## src/rtl/core/lvr_pkg.sv

```systemverilog
// Shared types, widths and codes for the low-variance resampler core.
// Used by lvr_ctrl, lvr_datapath and low_variance_resampler_core.
package lvr_pkg;

  localparam int unsigned MaxParticles = 512;
  localparam int unsigned WeightBits   = 32;
  localparam int unsigned OffsetBits   = 16;

  localparam int unsigned IdxBits    = $clog2(MaxParticles);
  localparam int unsigned CntBits    = IdxBits + 1;
  localparam int unsigned TotalBits  = WeightBits + IdxBits;
  localparam int unsigned PointBits  = OffsetBits + CntBits;
  localparam int unsigned SplitBits  = (TotalBits + 1) / 2;
  localparam int unsigned HiBits     = TotalBits - SplitBits;
  localparam int unsigned LoProdBits = PointBits + SplitBits;
  localparam int unsigned HiProdBits = PointBits + HiBits;
  localparam int unsigned LhsBits    = PointBits + TotalBits;
  localparam int unsigned RhsBits    = TotalBits + CntBits;

  typedef enum logic [1:0] {
    KIND_BEGIN = 2'd0,
    KIND_LOAD  = 2'd1,
    KIND_DRAW  = 2'd2
  } kind_e;

  typedef enum logic [1:0] {
    STATUS_OK    = 2'd0,
    STATUS_EMPTY = 2'd1,
    STATUS_DONE  = 2'd2
  } status_e;

  typedef enum logic [2:0] {
    S_IDLE,
    S_MUL_LO,
    S_MUL_HI,
    S_SUM,
    S_CMP,
    S_RHS
  } state_e;

  typedef struct packed {
    logic [1:0]            kind;
    logic [WeightBits-1:0] weight;
    logic [OffsetBits-1:0] offset;
  } item_t;

  typedef struct packed {
    logic [IdxBits-1:0] particle_index;
    status_e            status;
    logic               last;
  } result_t;

  typedef struct packed {
    logic begin_set;
    logic load;
    logic mul_lo;
    logic mul_hi;
    logic lhs_sum;
    logic rhs_mul;
    logic advance;
    logic out_empty;
    logic out_done;
    logic out_uniform;
    logic out_pick;
  } cmd_t;

  typedef struct packed {
    logic count_zero;
    logic draws_done;
    logic total_zero;
    logic beyond;
    logic at_end;
  } stat_t;

endpackage

```

## src/rtl/core/lvr_ctrl.sv

```systemverilog
// Controller for the resampler: decodes transactions and sequences the draw loop.
// Depends on lvr_pkg for state, command and status types.
module lvr_ctrl (
  input  logic          clk_i,
  input  logic          rst_ni,
  input  logic          start_i,
  input  logic [1:0]    kind_i,
  input  lvr_pkg::stat_t stat_i,
  output logic          busy_o,
  output lvr_pkg::cmd_t cmd_o
);

  lvr_pkg::state_e state_q, state_d;
  logic accept;
  logic draw_go;
  logic draw_short;

  assign accept     = start_i && (state_q == lvr_pkg::S_IDLE);
  assign draw_go    = accept && (kind_i == lvr_pkg::KIND_DRAW);
  assign draw_short = stat_i.count_zero || stat_i.draws_done || stat_i.total_zero;

  always_ff @(posedge clk_i or negedge rst_ni) begin
    if (!rst_ni) begin
      state_q <= lvr_pkg::S_IDLE;
    end else begin
      state_q <= state_d;
    end
  end

  always_comb begin
    state_d = state_q;
    case (state_q)
      lvr_pkg::S_IDLE: begin
        if (draw_go && !draw_short) begin
          state_d = lvr_pkg::S_MUL_LO;
        end
      end
      lvr_pkg::S_MUL_LO: state_d = lvr_pkg::S_MUL_HI;
      lvr_pkg::S_MUL_HI: state_d = lvr_pkg::S_SUM;
      lvr_pkg::S_SUM:    state_d = lvr_pkg::S_CMP;
      lvr_pkg::S_CMP: begin
        if (stat_i.beyond && !stat_i.at_end) begin
          state_d = lvr_pkg::S_RHS;
        end else begin
          state_d = lvr_pkg::S_IDLE;
        end
      end
      lvr_pkg::S_RHS:    state_d = lvr_pkg::S_CMP;
      default:           state_d = lvr_pkg::S_IDLE;
    endcase
  end

  always_comb begin
    cmd_o  = '0;
    busy_o = (state_q != lvr_pkg::S_IDLE);
    case (state_q)
      lvr_pkg::S_IDLE: begin
        cmd_o.begin_set   = accept && (kind_i == lvr_pkg::KIND_BEGIN);
        cmd_o.load        = accept && (kind_i == lvr_pkg::KIND_LOAD);
        cmd_o.out_empty   = draw_go && stat_i.count_zero;
        cmd_o.out_done    = draw_go && !stat_i.count_zero && stat_i.draws_done;
        cmd_o.out_uniform = draw_go && !stat_i.count_zero && !stat_i.draws_done
                            && stat_i.total_zero;
      end
      lvr_pkg::S_MUL_LO: begin
        cmd_o.mul_lo  = 1'b1;
        cmd_o.rhs_mul = 1'b1;
      end
      lvr_pkg::S_MUL_HI: cmd_o.mul_hi  = 1'b1;
      lvr_pkg::S_SUM:    cmd_o.lhs_sum = 1'b1;
      lvr_pkg::S_CMP: begin
        cmd_o.advance  = stat_i.beyond && !stat_i.at_end;
        cmd_o.out_pick = !(stat_i.beyond && !stat_i.at_end);
      end
      lvr_pkg::S_RHS:    cmd_o.rhs_mul = 1'b1;
      default:           cmd_o = '0;
    endcase
  end

endmodule

```

## config.mk

```make
export PLATFORM = sky130hd
export DESIGN_NAME = lvr_ctrl
export DESIGN_NICKNAME = d
export VERILOG_FILES = /design/src/rtl/core/lvr_pkg.sv /design/src/rtl/core/lvr_ctrl.sv
export SDC_FILE = /design/constraint.sdc
export NUM_CORES = 1
export LEC_CHECK = 0
export ABC_AREA = 1
export BUFFER_PORTS_ARGS = -buffer_cell sky130_fd_sc_hd__buf_2
export CELL_PAD_IN_SITES_DETAIL_PLACEMENT = 1
export CELL_PAD_IN_SITES_GLOBAL_PLACEMENT = 2
export CORE_AREA = 2 2 45 47
export DETAILED_ROUTE_END_ITERATION = 16
export DIE_AREA = 0 0 47 49
export PLACE_DENSITY = 0.74
export SKIP_LAST_GASP = 1
export SYNTH_ARGS = -nofsm -noshare
export SYNTH_HDL_FRONTEND = slang
export SYNTH_SLANG_ARGS = --single-unit
export TNS_END_PERCENT = 30
```

## constraint.sdc

```tcl
create_clock -name clk_i -period 1.2 [get_ports clk_i]
set_input_delay 0 -clock clk_i [delete_from_list [all_inputs] [get_ports clk_i]]
set_output_delay 0 -clock clk_i [all_outputs]
set_load 0.005 [all_outputs]
```

Word level (Yosys, flattened, before mapping)
Cells that the tools add are included.

Shift-type cells: 0. Reductions and logical operators: 23. Multipliers: 0. $add $sub $neg: 0. Div/mod/pow operators: 0. Multiplexer cells: 11. Order comparisons: 0. Equality and inequality tests: 8. Bitwise operators: 0.

Operator list (count): $pmux 3 s5 (1); $logic_and 1x1->1 (11); $mux 3 (3); $eq 3x2->1 const B (2); $eq 3x3->1 const B (2); $mux 1 (6); $logic_not 1->1 (5); $reduce_or 2->1 (2); $eq 3x1->1 const B (1); $logic_not 3->1 (1); $reduce_bool 3->1 (1); $eq 2x1->1 const B (1); $eq 2x2->1 const B (1); $logic_not 2->1 (1); $logic_or 1x1->1 (2); $mux 2 (1); $ne 2x1->1 const B (1).

Memory bits (writable): 0. Output and inout bits: 12. Bits in latches: 0. Flip-flop bits (word level): 3. Memories kept: 0. ROM bits: 0. Logic and storage cells: 43.

Logic depth before layout (Yosys ltp)
Depth in word-level cells: 7. Mapped depth: 5.

Worst setup path before layout
Ideal clock, no wire load.

Kind: register -> register. Start point: register state_q[1]. End point: register state_q[0]. Slack: 231 ps. Cell stages (with the launch flop): 6. Data required time: 1123 ps. Library setup time: 77 ps. Arrival: 891 ps. Clock period less this slack: 969 ps. Cell sequence: dfrtp_1 -> nor2_4 -> nand3_2 -> nor2_2 -> nand2_1 -> a21oi_1.

Longest elaborated chain between the ends: 5.

RTL lines: start: declaration (RTL line lvr_ctrl.sv:13) `lvr_pkg::state_e state_q, state_d;`; start signal: assignment (RTL line lvr_ctrl.sv:24) `state_q <= lvr_pkg::S_IDLE;`; start signal: assignment (RTL line lvr_ctrl.sv:26) `state_q <= state_d;`; parallel branches: the longest is 5 deep, another holds $pmux 3 s5.

Parallel ways; which one is timed is not known. A chain may end at the register's enable or synchronous reset.

==> impl_metrics.csv <==
group,metric,value,unit
synth,synth.top_cell.area_share,29.6,%
setup_path,regToRegSetupSlack,80,ps
power_and_ir_drop,p_total,0.931,mW
detailed_routing,met2_length,411,um
synth,synth_edf_count,0,
final_layout,drive_gt1_share,51.4,%
grt,grt_max_degree,6,
synth,synth_flop_cell,"dfrtp_1",
synth,synth_top_area_cell,"dfrtp_1",
final_layout,reg.largest.list,"state_q: 3 flops",
timing,tns,-333,ps
final_layout,fin_area,473,sq um
setup_path,cp.required,1200,ps
grt,grt_usage,8.99,%
final_layout,final_core_util,25.7,%
synth,synth_cells,41,
placed_design,dp_slack,100,ps
floorplan,io_pins,22,
timing,min_period,1290,ps
hold_path,min_path_type,"in -> reg",
setup_path,reg2reg_to,"state_q[0]",
final_layout,top_register,"state_q",
timing,rsz0062_at_grt,"true",
setup_path,endpoint_kind,"primary output",
synth,synth.distinct_cells,13,
timing,hold_viol,0,
clocking,cts_made_buffers,3,
floorplan,die_h,49,um
detailed_routing,ant_nets,0,
power_and_ir_drop,vdd_ir_drop_max,663,uV
synth,async_flop_share,100,%
grt,grt_antenna_before_repair,0,
timing,setup_viol,6,
detailed_routing,routed-wl-met3,89,um
clocking,clock_path_buffers,2,
floorplan,die_w,47,um
final_layout,antenna_cells,0,
detailed_routing,totalWireLength,874,um
timing,final.period_utilization,108,%
floorplan,design.core.area,0.00184,sq mm
power_and_ir_drop,p_per_area,1970,mW/mm^2
synth,yosys-top-cells-area,"dfrtp_1 (30%), nand2_1 (15%), nor2_1 (12%), inv_1 (8.9%), nor3_1 (7.9%)",
grt,grt_pass1_wl,1410,um
placed_design,port_buffers,21,
clocking,cts_tree,"done",
detailed_routing,drt-initial-drc-count,6,
clocking,clock-root-buffer,"clkbuf_4",
floorplan,initial_core_util,13.8,%
final_layout,largest_register_ffs,3,
synth,synth-seq-cells,3,
status,violations,"negative setup slack",
power_and_ir_drop,p_leak,0.267,nW
placed_design,gp_congestion,0.666,
setup_path,crit_arrival,1290,ps
setup_path,reg2reg_from,"state_q[0]",
synth,ys_warn_count,0,
synth,syn_area,254,sq um
job,max_cap_viol_count,0,
synth,avgSynthCellArea,6.19,sq um
floorplan,std_cell_rows,16,
timing,fmax,0.774,GHz
clocking,ctsHtreeMaxLevel,1,
final_layout,stdcell_count,99,
placed_design,dp_cells,89,
detailed_routing,dr.pass1.iters,2,
timing,tightest_slew,186,ps
detailed_routing,highest_layer,"met4",
placed_design,dpl-instance-area,393,sq um
synth,ys_seq_area_share,29.6,%
synth,synth_common_cells,"nand2_1 (10), nor2_1 (8), inv_1 (6)",
final_layout,syn_to_final_growth,86.2,%
grt,grt_pass1_vias,363,
final_layout,fin_nets,83,
setup_path,crit_end,"cmd_o[9]",
clocking,clk_latency,240,ps
synth,synth.most_common_cell,"nand2_1",
timing,clock_skew,3.61,ps
floorplan,die-area,0.00230,sq mm
detailed_routing,post_drt_wl_per_cell,8.83,um
setup_path,setup.worst_path.start,"state_q[0]",
clocking,clock_sink_count,3,
detailed_routing,via_count,371,
setup_path,critical_path_class,"reg -> out",
placed_design,dpl.hpwl,683,um
clocking,clk_pin_slew,40,ps
setup_path,cp-start-kind,"register",
timing,timing.hold.ws,44.4,ps
setup_path,cp_max_fo,3,
synth,syn-num-nets,51,
timing,drv_slew,0,
timing,slew_headroom,87.6,%
grt,grt_overflow,0,
detailed_routing,via_per_inst,3.75,
setup_path,r2r_cells,6,
timing,finalWorstSetupSlack,-92.2,ps
detailed_routing,drc,0,
status,status,"finished, violations left",
detailed_routing,met1_length,347,um
-- area by class of cell --
cell class                      count  area (sq um)
Multi-Input combinational cell     30           154
Timing Repair Buffer               27           153
Inverter                            8          30.0
Fill cell                         256          1370
Clock buffer                        4          26.3
Sequential cell                     3          76.3
Tap cell                           27          33.8
-- cells in the final DEF (no fill, tap or decap), drive strengths merged --
cell	instances
inv	8
clkbuf	4
buf	26
nor3	4
o221ai	1
dfrtp	3
nor2	11
o22ai	1
a21oi	1
nand3	1
dlygate4sd3	1
nand2	10
a22oi	1
-- repair_timing --
action | 4_1_cts | 5_1_grt
endpoints found under the hold margin | 3 | 0
cloned | 0 | 0
endpoints found under the setup margin | 5 | 10
hold buffers | 1 | 0
buffers inserted | 4 | 1
gates resized for setup | 1 | 1
pin swaps | 3 | 1
-- per-layer routing --
layer / up-vias / track usage [%]
met5: - / 0
li1: 191 / -
met2: 18 / 13.7
met1: 160 / 8.80
met3: 2 / 3.33
met4: 0 / 8.33
-- how the worst min path moves through the flow --
stage	end	slack, ps	cells past startpoint	from
after floorplan	state_q[0]	-300	0	rst_ni
after global placement	state_q[2]	-200	1	rst_ni
after CTS	state_q[0]	50	4	stat_i[2]
final	state_q[0]	40	4	stat_i[2]
after detailed placement	state_q[2]	-200	1	rst_ni
after global routing	state_q[0]	80	2	rst_ni
-- cells by family after synthesis --
family	count (synthesis)	share of synthesized area [%]
simple gates	26	47.8
buf+inv	8	11.8
compound gates	4	10.8
flops	3	29.6
-- report_power, final --
group	total (mW)	internal (mW)	switching (mW)	leakage, nW
Sequential	0.198	0.150	0.0484	0.0368
Combinational	0.545	0.259	0.286	0.215
Clock	0.188	0.125	0.0627	0.0150
Total	0.931	0.533	0.397	0.267
-- worst max-delay path, cell delays in order, from the launching register on --
cell and delay, ps:
dfrtp_2 410, nor2_4 130, nand3_2 100, buf_4 150, nor3_1 120, buf_2 140
Note: power is estimated with default switching activity, not from simulation.
